===== src/oaids_pkg.sv =====
// Shared types and constants for the ordered array insert, delete and search block.
`timescale 1ns / 1ps

package oaids_pkg;

    // Number of entries the list can hold
    localparam int CAPACITY = 64;
    localparam int IDX_W    = $clog2(CAPACITY);
    localparam int CNT_W    = $clog2(CAPACITY + 1);

    typedef logic [IDX_W-1:0]  idx_t;
    typedef logic [CNT_W-1:0]  cnt_t;
    typedef logic signed [31:0] value_t;

    // Request codes
    typedef enum logic [2:0] {
        REQ_INS_FRONT = 3'd0,
        REQ_INS_END   = 3'd1,
        REQ_INS_AT    = 3'd2,
        REQ_DEL_LAST  = 3'd3,
        REQ_DEL_FIRST = 3'd4,
        REQ_DEL_AT    = 3'd5,
        REQ_SEARCH    = 3'd6,
        REQ_READ      = 3'd7
    } req_type_t;

    // Result status codes
    typedef enum logic [1:0] {
        STAT_OK    = 2'd0,
        STAT_RANGE = 2'd1,
        STAT_EMPTY = 2'd2,
        STAT_FULL  = 2'd3
    } status_t;

endpackage


===== src/oaids_if.sv =====
// Request and result channel interfaces for the ordered array block.
`timescale 1ns / 1ps

interface oaids_req_if;
    logic                     valid;
    logic                     ready;
    oaids_pkg::req_type_t     req_type;
    oaids_pkg::value_t        item_value;
    oaids_pkg::cnt_t          position;

    modport source (output valid, output req_type, output item_value, output position,
                    input ready);
    modport sink   (input valid, input req_type, input item_value, input position,
                    output ready);
endinterface

interface oaids_rsp_if;
    logic                     valid;
    logic                     ready;
    oaids_pkg::status_t       status;
    logic                     found;
    oaids_pkg::idx_t          found_index;
    oaids_pkg::value_t        read_value;
    oaids_pkg::cnt_t          entry_count;

    modport source (output valid, output status, output found, output found_index,
                    output read_value, output entry_count, input ready);
    modport sink   (input valid, input status, input found, input found_index,
                    input read_value, input entry_count, output ready);
endinterface


===== src/ordered_array_insert_delete_search_top.sv =====
// Insert shifts up then puts, delete shifts down, search scans, read fetches the entry, and a
// rejected request goes straight to the result; each ends with the result handshake.
// Throughput: one request at a time; the shift and scan loops move one entry per cycle
// through the one-write, one-read store.
// Reset: rst_n (asynchronous, active low) empties the list; the store itself is not
// cleared, only entries below the count are ever used.
`timescale 1ns / 1ps

module ordered_array_insert_delete_search_top (
    input  logic               clk,
    input  logic               rst_n,
    oaids_req_if.sink          req,
    oaids_rsp_if.source        rsp
);
    import oaids_pkg::*;

    typedef enum logic [2:0] {
        S_IDLE,
        S_SHIFT_UP,
        S_PUT,
        S_SHIFT_DN,
        S_SCAN,
        S_RD_ADDR,
        S_RD_DATA,
        S_RESP
    } state_t;

    state_t    state_reg, state_next;
    cnt_t      count_reg, count_next;
    cnt_t      ptr_reg, ptr_next;
    idx_t      at_reg, at_next;
    idx_t      waddr_reg, waddr_next;
    logic      pend_reg, pend_next;
    value_t    val_reg, val_next;
    status_t   status_reg, status_next;
    logic      found_reg, found_next;
    idx_t      fidx_reg, fidx_next;
    value_t    rval_reg, rval_next;

    // Entry store: one write and one registered read per cycle
    logic [31:0] store_mem [CAPACITY];
    logic [31:0] rd_data_reg;
    idx_t        rd_addr;
    idx_t        wr_addr;
    logic [31:0] wr_data;
    logic        wr_en;

    cnt_t        ins_at;
    cnt_t        del_at;
    cnt_t        ptr_dec;
    cnt_t        del_at_inc;

    assign req.ready       = (state_reg == S_IDLE);
    assign rsp.valid       = (state_reg == S_RESP);
    assign rsp.status      = status_reg;
    assign rsp.found       = found_reg;
    assign rsp.found_index = fidx_reg;
    assign rsp.read_value  = rval_reg;
    assign rsp.entry_count = count_reg;

    assign ptr_dec    = ptr_reg - cnt_t'(1);
    assign del_at_inc = del_at + cnt_t'(1);

    // Pick the target index of an incoming insert or delete
    always_comb
    begin
        case (req.req_type)
            REQ_INS_FRONT: ins_at = '0;
            REQ_INS_END:   ins_at = count_reg;
            default:       ins_at = req.position;
        endcase
        case (req.req_type)
            REQ_DEL_LAST:  del_at = count_reg - cnt_t'(1);
            REQ_DEL_FIRST: del_at = '0;
            default:       del_at = req.position;
        endcase
    end

    // Store port selection
    always_comb
    begin
        rd_addr = '0;
        case (state_reg)
            S_SHIFT_UP: rd_addr = ptr_dec[IDX_W-1:0];
            S_SHIFT_DN: rd_addr = ptr_reg[IDX_W-1:0];
            S_SCAN:     rd_addr = ptr_reg[IDX_W-1:0];
            S_RD_ADDR:  rd_addr = at_reg;
            default:    rd_addr = '0;
        endcase

        if (pend_reg && (state_reg == S_SHIFT_UP || state_reg == S_SHIFT_DN))
        begin
            wr_en   = 1'b1;
            wr_addr = waddr_reg;
            wr_data = rd_data_reg;
        end
        else if (state_reg == S_PUT)
        begin
            wr_en   = 1'b1;
            wr_addr = at_reg;
            wr_data = val_reg;
        end
        else
        begin
            wr_en   = 1'b0;
            wr_addr = waddr_reg;
            wr_data = rd_data_reg;
        end
    end

    always_ff @(posedge clk)
    begin
        if (wr_en)
        begin
            store_mem[wr_addr] <= wr_data;
        end
        rd_data_reg <= store_mem[rd_addr];
    end

    // Sequencer
    always_comb
    begin
        state_next  = state_reg;
        count_next  = count_reg;
        ptr_next    = ptr_reg;
        at_next     = at_reg;
        waddr_next  = waddr_reg;
        pend_next   = 1'b0;
        val_next    = val_reg;
        status_next = status_reg;
        found_next  = found_reg;
        fidx_next   = fidx_reg;
        rval_next   = rval_reg;

        case (state_reg)
            S_IDLE:
            begin
                if (req.valid)
                begin
                    val_next    = req.item_value;
                    status_next = STAT_OK;
                    found_next  = 1'b0;
                    fidx_next   = '0;
                    rval_next   = '0;
                    state_next  = S_RESP;
                    case (req.req_type) inside
                        REQ_INS_FRONT, REQ_INS_END, REQ_INS_AT:
                        begin
                            if (count_reg == cnt_t'(CAPACITY))
                            begin
                                status_next = STAT_FULL;
                            end
                            else if (ins_at > count_reg)
                            begin
                                status_next = STAT_RANGE;
                            end
                            else
                            begin
                                ptr_next   = count_reg;
                                at_next    = ins_at[IDX_W-1:0];
                                state_next = S_SHIFT_UP;
                            end
                        end
                        REQ_DEL_LAST, REQ_DEL_FIRST, REQ_DEL_AT:
                        begin
                            if (count_reg == '0)
                            begin
                                status_next = STAT_EMPTY;
                            end
                            else if (del_at >= count_reg)
                            begin
                                status_next = STAT_RANGE;
                            end
                            else
                            begin
                                ptr_next   = del_at_inc;
                                state_next = S_SHIFT_DN;
                            end
                        end
                        REQ_SEARCH:
                        begin
                            ptr_next   = '0;
                            state_next = S_SCAN;
                        end
                        default:
                        begin
                            if (count_reg == '0)
                            begin
                                status_next = STAT_EMPTY;
                            end
                            else if (req.position >= count_reg)
                            begin
                                status_next = STAT_RANGE;
                            end
                            else
                            begin
                                at_next    = req.position[IDX_W-1:0];
                                state_next = S_RD_ADDR;
                            end
                        end
                    endcase
                end
            end

            // Move entries up one place, top first, then drop the value in
            S_SHIFT_UP:
            begin
                if (ptr_reg > cnt_t'(at_reg))
                begin
                    pend_next  = 1'b1;
                    waddr_next = ptr_reg[IDX_W-1:0];
                    ptr_next   = ptr_dec;
                end
                else
                begin
                    state_next = S_PUT;
                end
            end

            S_PUT:
            begin
                count_next = count_reg + cnt_t'(1);
                state_next = S_RESP;
            end

            // Move entries down one place, bottom first
            S_SHIFT_DN:
            begin
                if (ptr_reg < count_reg)
                begin
                    pend_next  = 1'b1;
                    waddr_next = ptr_dec[IDX_W-1:0];
                    ptr_next   = ptr_reg + cnt_t'(1);
                end
                else
                begin
                    count_next = count_reg - cnt_t'(1);
                    state_next = S_RESP;
                end
            end

            // Compare last entry read, else fetch the next one
            S_SCAN:
            begin
                if (pend_reg && (rd_data_reg == val_reg))
                begin
                    found_next = 1'b1;
                    fidx_next  = waddr_reg;
                    state_next = S_RESP;
                end
                else if (ptr_reg >= count_reg)
                begin
                    state_next = S_RESP;
                end
                else
                begin
                    pend_next  = 1'b1;
                    waddr_next = ptr_reg[IDX_W-1:0];
                    ptr_next   = ptr_reg + cnt_t'(1);
                end
            end

            S_RD_ADDR:
            begin
                state_next = S_RD_DATA;
            end

            S_RD_DATA:
            begin
                rval_next  = rd_data_reg;
                state_next = S_RESP;
            end

            // Hold the result until it is taken
            S_RESP:
            begin
                if (rsp.ready)
                begin
                    state_next = S_IDLE;
                end
            end

            default:
            begin
                state_next = S_IDLE;
            end
        endcase
    end

    always_ff @(posedge clk or negedge rst_n)
    begin
        if (!rst_n)
        begin
            state_reg  <= S_IDLE;
            count_reg  <= '0;
            pend_reg   <= 1'b0;
            ptr_reg    <= '0;
            at_reg     <= '0;
            waddr_reg  <= '0;
            val_reg    <= '0;
            status_reg <= STAT_OK;
            found_reg  <= 1'b0;
            fidx_reg   <= '0;
            rval_reg   <= '0;
        end
        else
        begin
            state_reg  <= state_next;
            count_reg  <= count_next;
            pend_reg   <= pend_next;
            ptr_reg    <= ptr_next;
            at_reg     <= at_next;
            waddr_reg  <= waddr_next;
            val_reg    <= val_next;
            status_reg <= status_next;
            found_reg  <= found_next;
            fidx_reg   <= fidx_next;
            rval_reg   <= rval_next;
        end
    end

endmodule

===== src/flat_wrapper.sv =====
// flat-port wrapper written by rule: the top's interface ports become plain ports
module ordered_array_insert_delete_search_top_flat import oaids_pkg::*;
  (clk, rst_n, req_valid, req_req_type, req_item_value, req_position, req_ready, rsp_valid, rsp_status, rsp_found, rsp_found_index, rsp_read_value, rsp_entry_count, rsp_ready);
  oaids_req_if req_i ();
  oaids_rsp_if rsp_i ();
  input  logic clk;
  input  logic rst_n;
  input wire logic [$bits(req_i.valid)-1:0] req_valid;
  input wire logic [$bits(req_i.req_type)-1:0] req_req_type;
  input wire logic [$bits(req_i.item_value)-1:0] req_item_value;
  input wire logic [$bits(req_i.position)-1:0] req_position;
  output wire logic [$bits(req_i.ready)-1:0] req_ready;
  output wire logic [$bits(rsp_i.valid)-1:0] rsp_valid;
  output wire logic [$bits(rsp_i.status)-1:0] rsp_status;
  output wire logic [$bits(rsp_i.found)-1:0] rsp_found;
  output wire logic [$bits(rsp_i.found_index)-1:0] rsp_found_index;
  output wire logic [$bits(rsp_i.read_value)-1:0] rsp_read_value;
  output wire logic [$bits(rsp_i.entry_count)-1:0] rsp_entry_count;
  input wire logic [$bits(rsp_i.ready)-1:0] rsp_ready;
  assign req_i.valid = req_valid;
  assign req_i.req_type = req_req_type;
  assign req_i.item_value = req_item_value;
  assign req_i.position = req_position;
  assign req_ready = req_i.ready;
  assign rsp_valid = rsp_i.valid;
  assign rsp_status = rsp_i.status;
  assign rsp_found = rsp_i.found;
  assign rsp_found_index = rsp_i.found_index;
  assign rsp_read_value = rsp_i.read_value;
  assign rsp_entry_count = rsp_i.entry_count;
  assign rsp_i.ready = rsp_ready;
  ordered_array_insert_delete_search_top u_core (.clk(clk), .rst_n(rst_n), .req(req_i), .rsp(rsp_i));
endmodule

===== config.mk =====
export PLATFORM = sky130hd
export DESIGN_NAME = ordered_array_insert_delete_search_top_flat
export DESIGN_NICKNAME = d
export VERILOG_FILES = /design/src/oaids_pkg.sv /design/src/oaids_if.sv /design/src/ordered_array_insert_delete_search_top.sv /design/src/flat_wrapper.sv
export SDC_FILE = /design/constraint.sdc
export NUM_CORES = 2
export LEC_CHECK = 0
export BUFFER_PORTS_ARGS = -buffer_cell sky130_fd_sc_hd__clkbuf_2
export CAP_MARGIN = 20
export CORE_AREA = 2 2 400 402
export DETAILED_ROUTE_END_ITERATION = 8
export DIE_AREA = 0 0 402 404
export GPL_TIMING_DRIVEN = 1
export PLACE_DENSITY = 0.71
export SYNTH_ARGS = -nofsm -noshare
export SYNTH_HDL_FRONTEND = slang
export SYNTH_SLANG_ARGS = --single-unit
export TNS_END_PERCENT = 10

===== constraint.sdc =====
create_clock -name clk -period 5.75 [get_ports clk]
set_input_delay 0.8625 -clock clk [delete_from_list [all_inputs] [get_ports clk]]
set_output_delay 0.8625 -clock clk [all_outputs]
set_load 0.01 [all_outputs]

# [Word-level counts from Yosys, hierarchy flattened]
# Memory sizes are Yosys's and may differ from the RTL's. A register that Yosys moved wholly into a read port is not among the register bits.
# Cells that the tools add are included.
[word_totals] mem_count=1 word_cells=158 output_inout_bits=50 in_bits=46 ramBits=2048 ff_bits=103
[memory_table] name="u_core.store_mem" words=64 width=32 read_ports=1 rd_ports_with_merged_regs=1 write_ports=1 line_no="ordered_array_insert_delete_search_top.sv:41" text="logic [31:0] store_mem [CAPACITY];"
[op_classes] addsub=5 magnitude_cmp=6 eq_ne=36 mux=76 reduce_logical=23
[op_table] op="$mux 32" n=3
[op_table] op="$mux 7" n=13
[op_table] op="$mux 6" n=15
[op_table] op="$pmux 32 s2" n=1
[op_table] op="$mux 3" n=14
[op_table] op="$pmux 7 s2" n=3
[op_table] op="$pmux 6 s3" n=2
[op_table] op="$eq 32x32->1" n=1
[op_table] op="$pmux 7 s4" n=1
[op_table] op="$ne 2x2->1 const B" n=13
[op_table] op="$add 7x1->7 const B" n=3
[op_table] op="$eq 3x3->1 const B" n=7
[op_table] op="$ge 7x7->1" n=3
[op_table] op="$pmux 3 s7" n=1
[op_table] op="$mux 2" n=7
[op_table] op="$sub 7x1->7 const B" n=2
[op_table] op="$mux 1" n=13
[op_table] op="$eq 3x2->1 const B" n=4
[op_table] op="$pmux 6 s2" n=1
[op_table] op="$reduce_and 11->1" n=1
[op_table] op="$reduce_and 5->1" n=2
[op_table] op="$ne 4x4->1 const B" n=2
[op_table] op="$reduce_and 8->1" n=1
[op_table] op="$eq 7x7->1 const B" n=1
[op_table] op="21 further kinds" n=32

# [Depth between registers and ports, before layout]
[depth] depth_word=9 mapped_depth=17

# [Worst setup path before layout]
# Ideal clock, no wire load.
[synth_timing] path_kind="reg-to-reg" startpoint="register u_core.state_reg[2]" endpoint="memory u_core.store_mem[0][15] (data pin)" required_time_ps=5048 arrival_ps=3883 path_stages_with_launch=7 path_slack_ps=1165 path_buffers=4 synth_period_minus_slack_ps=4585 cell_sequence="dfrtp_1 -> buf_2 -> buf_2 -> clkbuf_1 -> nor2_1 -> clkbuf_1 -> o21ai_0"
[synth_between] elab_chain_cells=4 word_cells_on_any_way=7
[synth_lines] item="start: declaration" line_no="ordered_array_insert_delete_search_top.sv:28" text="state_t state_reg, state_next;"
[synth_lines] item="start signal: assignment" line_no="ordered_array_insert_delete_search_top.sv:308" text="state_reg <= state_next;"
[synth_lines] item="$eq 3x1->1 / $eq 3x2->1 (equally long branches)" line_no="ordered_array_insert_delete_search_top.sv:91" text="if (pend_reg && (state_reg == S_SHIFT_UP || state_reg == S_SHIFT_DN))"
[synth_lines] item="$logic_or 1x1->1" line_no="ordered_array_insert_delete_search_top.sv:91"
[synth_lines] item="$logic_and 1x1->1" line_no="ordered_array_insert_delete_search_top.sv:91"
[synth_lines] item="$mux 32 (*)" line_no="ordered_array_insert_delete_search_top.sv:91"
[synth_lines] item="net u_core.wr_data[15]" line_no="ordered_array_insert_delete_search_top.sv:45" text="logic [31:0] wr_data;"
[synth_lines] item="end: declaration" line_no="ordered_array_insert_delete_search_top.sv:41"
# The timed path passes the listed nets; every way through them passes the cells marked *.

# [Final worst setup path]
[layout_timing] startpoint="register u_core.state_reg[2]" endpoint="register u_core.rd_data_reg[25], read port of u_core.store_mem"
[layout_between] elab_chain_cells=3 word_cells_on_any_way=6
[layout_lines] item="$eq 3x3->1 / $eq 3x2->1 (equally long branches)" line_no="ordered_array_insert_delete_search_top.sv:83" text="case (state_reg)"
[layout_lines] item="$reduce_or 2->1 (no source line)"
[layout_lines] item="$pmux 6 s3 (*)" line_no="ordered_array_insert_delete_search_top.sv:83"
[layout_lines] item="end: declaration" line_no="ordered_array_insert_delete_search_top.sv:42" text="logic [31:0] rd_data_reg;"
# Every way passes the cells marked *; elsewhere a longest branch is shown, timed or not.
# A chain may end at the register's enable or synchronous reset.

==> flow_summary_export.csv <==
group,metric,value,unit
critical_path,cp-end-kind,"flop",
critical_path,critPathRequiredTime,6.51,ns
route,first_pass_iters,6,
synth,synth_area,86440,um^2
critical_path,cp_slowest_cell,"dfrtp_1",
critical_path,start_kind,"flop",
route,wl_met2,105.2,mm
synth,synth_cells,5018,
clock_tree,cts_max_path_buffers,3,
critical_path,reg2reg_depth,10,
grt,grt_pass1_wl,324.2,mm
synth,ys_warn_count,0,
clock_tree,cts_tree,"built",
synth,yosys.area.top_type,"edfxtp_1",
grt,track_usage,27.49,%
sta,layout_min_cycle_time,4.850,ns
sta,fmax,206.2,MHz
synth,ys.flop_type,"edfxtp_1",
placed_design,gp_congestion,0.9142,
route,via_count,48382,
critical_path,critPathMaxFanout,29,
synth,synth.distinct_cells,84,
run_status,status,"complete, no violations",
route,drc_errors,0,
critical_path,crit_path_frequent_cell,"buf_4",
cells_and_area,largest_register,"u_core.store_mem",
clock_tree,postCtsHoldBufs,0,
route,drtAntennaViolNets,0,
synth,synth_area_leaders,"edfxtp_1 71%, mux4_2 9.6%, nand2_1 3.6%, dfrtp_1 3.0%, nand3_1 1.1%",
clock_tree,root_buffer,"clkbuf_16",
job,cap_violations,0,
critical_path,crit_family,"simple AND/OR/NAND/NOR gates",
placed_design,numPortBuffers,95,
critical_path,cp_cell_sequence,"nand2b_1 > nor3_1 > nor3_4 > buf_12 > buf_4 > buf_4 > mux4_2 > o22ai_1 > a2111oi_2 > and4b_1",
sta,hold_viol_final,0,
cells_and_area,largest_reg_flops,2048,
sta,post-route-period-util,84.35,%
sta,tightest_slew,1.230,ns
cells_and_area,finalNetCount,5352,
synth,synth.avg_cell_area,17.23,um^2
critical_path,timing_worst_setup_path_type,"reg2reg",
hold_path,hp-class,"in2async",
route,wl,223.2,mm
floorplan,io_pins,96,
clock_tree,cts_buffers,204,
power,leakage,32.11,nW
power,p_per_area,524.7,nW/um^2
clock_tree,ctsHtreeMaxLevel,4,
route,viasPerCell,6.441,
critical_path,worst-path-stages,10,
synth,synth-simple-area-share,7.330,%
critical_path,cp_num_buf_inv,3,
sta,drv_slew,0,
synth,synth_top_family_by_area,"multiplexers",
floorplan,die_y,404,um
grt,antenna_found_initial,7,
synth,synth_nets,5104,
clock_tree,cts.sinks,2183,
critical_path,rr_endpoint,"u_core.rd_data_reg[25]",
route,wl_met3,25.02,mm
clock_tree,cts_setup_buffers,0,
route,drt_iter0_drc,6871,
synth,ys_ff_latch,2183,
floorplan,die_area,162400,um^2
route,wl_per_cell,29.72,um
cells_and_area,nFillCells,10977,
route,drt-met1-wl,86.40,mm
synth,synth_xor_xnor_area_share,0.4965,%
grt,grt_max_degree,161,
synth,synthAdderAreaFrac,0.5790,%
sta,setup_violations,0,
power,ir_drop,362.9,uV
grt,grt_pass1_vias,46897,
synth,synth.area.mux_share,11.04,%
route,routed.top_layer,"met4",
sta,fin_worst_skew,0.03979,ns
sta,tns,0,ns
critical_path,max_stage_delay,0.91,ns
synth,yosysSeqAreaShare,74.87,%
sta,hold-worst-slack,0.03136,ns
critical_path,rrSetupSlack,0.90,ns
floorplan,start_util,54.77,%
synth,synth-edff-count,2048,
sta,rsz0062_at_grt,"no",
clock_tree,cts_resized,0,
cells_and_area,area.growth.synth_to_final,12.37,%
sta,slew-limit-headroom,17.25,%
synth,yosys.area.top_type_share,71.15,%
synth,synth-compound-area-share,3.782,%
cells_and_area,drive_above_1_share,20.24,%
floorplan,rows,146,
grt,gr-total-overflow,0,
clock_tree,clkLatencyLatePin,0.84,ns
clock_tree,clkTransAtPathRegs,0.06,ns
critical_path,r2r-start,"u_core.state_reg[2]",
critical_path,cp.arrival,5.61,ns
floorplan,die_w,402,um
placed_design,hpwl,137.2,mm
floorplan,coreArea,157800,um^2
synth,async_flop_share,4.718,%
## power breakdown
part / switching, mW / internal (mW)
logic: 10.4 / 5.87
registers: 0.921 / 20.8
clock network: 5.71 / 7.32
total: 17.0 / 33.9
## metrics by stage
stage / setup WS (ns) / cells / utilization, % / total power, mW / cell area [um^2]
CTS: 1.034 / 7489 / 61.35 / 50.68 / 96830
finish: 0.9001 / 7511 / 61.54 / 50.96 / 97130
detailed placement: 1.042 / 7115 / 57.29 / 37.82 / 90420
global route: 0.6500 / 7506 / 61.54 / 52.80 / 97120
global placement: 0.8780 / 7111 / 57.27 / 37.46 / 90380
floorplan: 1.165 / 5018 / - / 32.24 / 86440
## kinds of logic after synthesis
kind of cell | after synthesis
mux | 489
fa+ha+maj | 40
xor+xnor | 49
simple gates | 1431
buf+inv | 310
flops | 2183
compound gates | 516
## cells in the final DEF (no fill, tap or decap), drive strengths merged, types with 8 or more instances in the layout
| cell type | instances |
|---|---|
| mux2 | 34 |
| and4 | 8 |
| xnor2 | 39 |
| and4b | 23 |
| or3 | 8 |
| nor4 | 31 |
| clkinv | 86 |
| a2111oi | 24 |
| buf | 220 |
| dfxtp | 32 |
| xor2 | 10 |
| nand2 | 829 |
| clkbuf | 359 |
| nor3 | 29 |
| mux4 | 368 |
| bufinv | 13 |
| clkinvlp | 8 |
| o21ai | 83 |
| a221oi | 8 |
| nand4 | 21 |
| mux2i | 87 |
| nor2 | 196 |
| ha | 40 |
| nor2b | 11 |
| inv | 40 |
| and3 | 48 |
| a22oi | 9 |
| a21oi | 125 |
| edfxtp | 2048 |
| dfrtp | 103 |
| o31ai | 12 |
| and2 | 9 |
| o221ai | 8 |
| a31oi | 72 |
| nand3 | 196 |
| o22ai | 119 |
| nand2b | 12 |
## Yosys cell counts (all sizes together), types with 3 or more instances
library cell,n
edfxtp,2048
nand2,829
mux4,368
nand3,196
nor2,196
buf,181
a21oi,125
o22ai,119
dfrtp,103
clkbuf,91
mux2i,87
o21ai,83
a31oi,72
and3,48
ha,40
xnor2,39
inv,37
mux2,34
dfxtp,32
nor4,31
nor3,29
a2111oi,24
and4b,23
nand4,21
nand2b,12
o31ai,12
nor2b,11
xor2,10
a22oi,9
and2,9
a221oi,8
and4,8
o221ai,8
or3,8
a21o,7
a32oi,7
o211ai,7
a211oi,6
a2bb2oi,5
or2,5
o21a,3
o22a,3
## metal layers
metal  vias up  global-route usage, %
met1     24876                  39.09
met4         0                  8.699
met2      2866                  42.88
li1      20220                      -
met5         -                      0
met3       420                  6.122
## worst max path at each step
stage / slack, ns / from / to
after floorplan: 1.17 / u_core.state_reg[2] / u_core.store_mem[0][15]
after global placement: 0.88 / u_core.state_reg[2] / u_core.rd_data_reg[21]
after detailed placement: 1.04 / u_core.state_reg[2] / u_core.rd_data_reg[25]
after CTS: 1.03 / u_core.state_reg[2] / u_core.rd_data_reg[25]
after global routing: 0.65 / u_core.state_reg[2] / u_core.rd_data_reg[25]
final: 0.90 / u_core.state_reg[2] / u_core.rd_data_reg[25]
## final cells by class
class / count / area (um^2) / area share [%]
flip-flops and latches: 2183 / 64720 / 66.63
multi-input cells: 2525 / 20690 / 21.30
clock buffers: 265 / 5514 / 5.677
well taps: 2072 / 2592 / 2.669
repair buffers: 314 / 2569 / 2.644
clock inverters: 109 / 895.9 / 0.9223
inverters: 38 / 142.6 / 0.1468
diodes: 5 / 12.51 / 0.01288
Power figures use the tool's default switching activity.
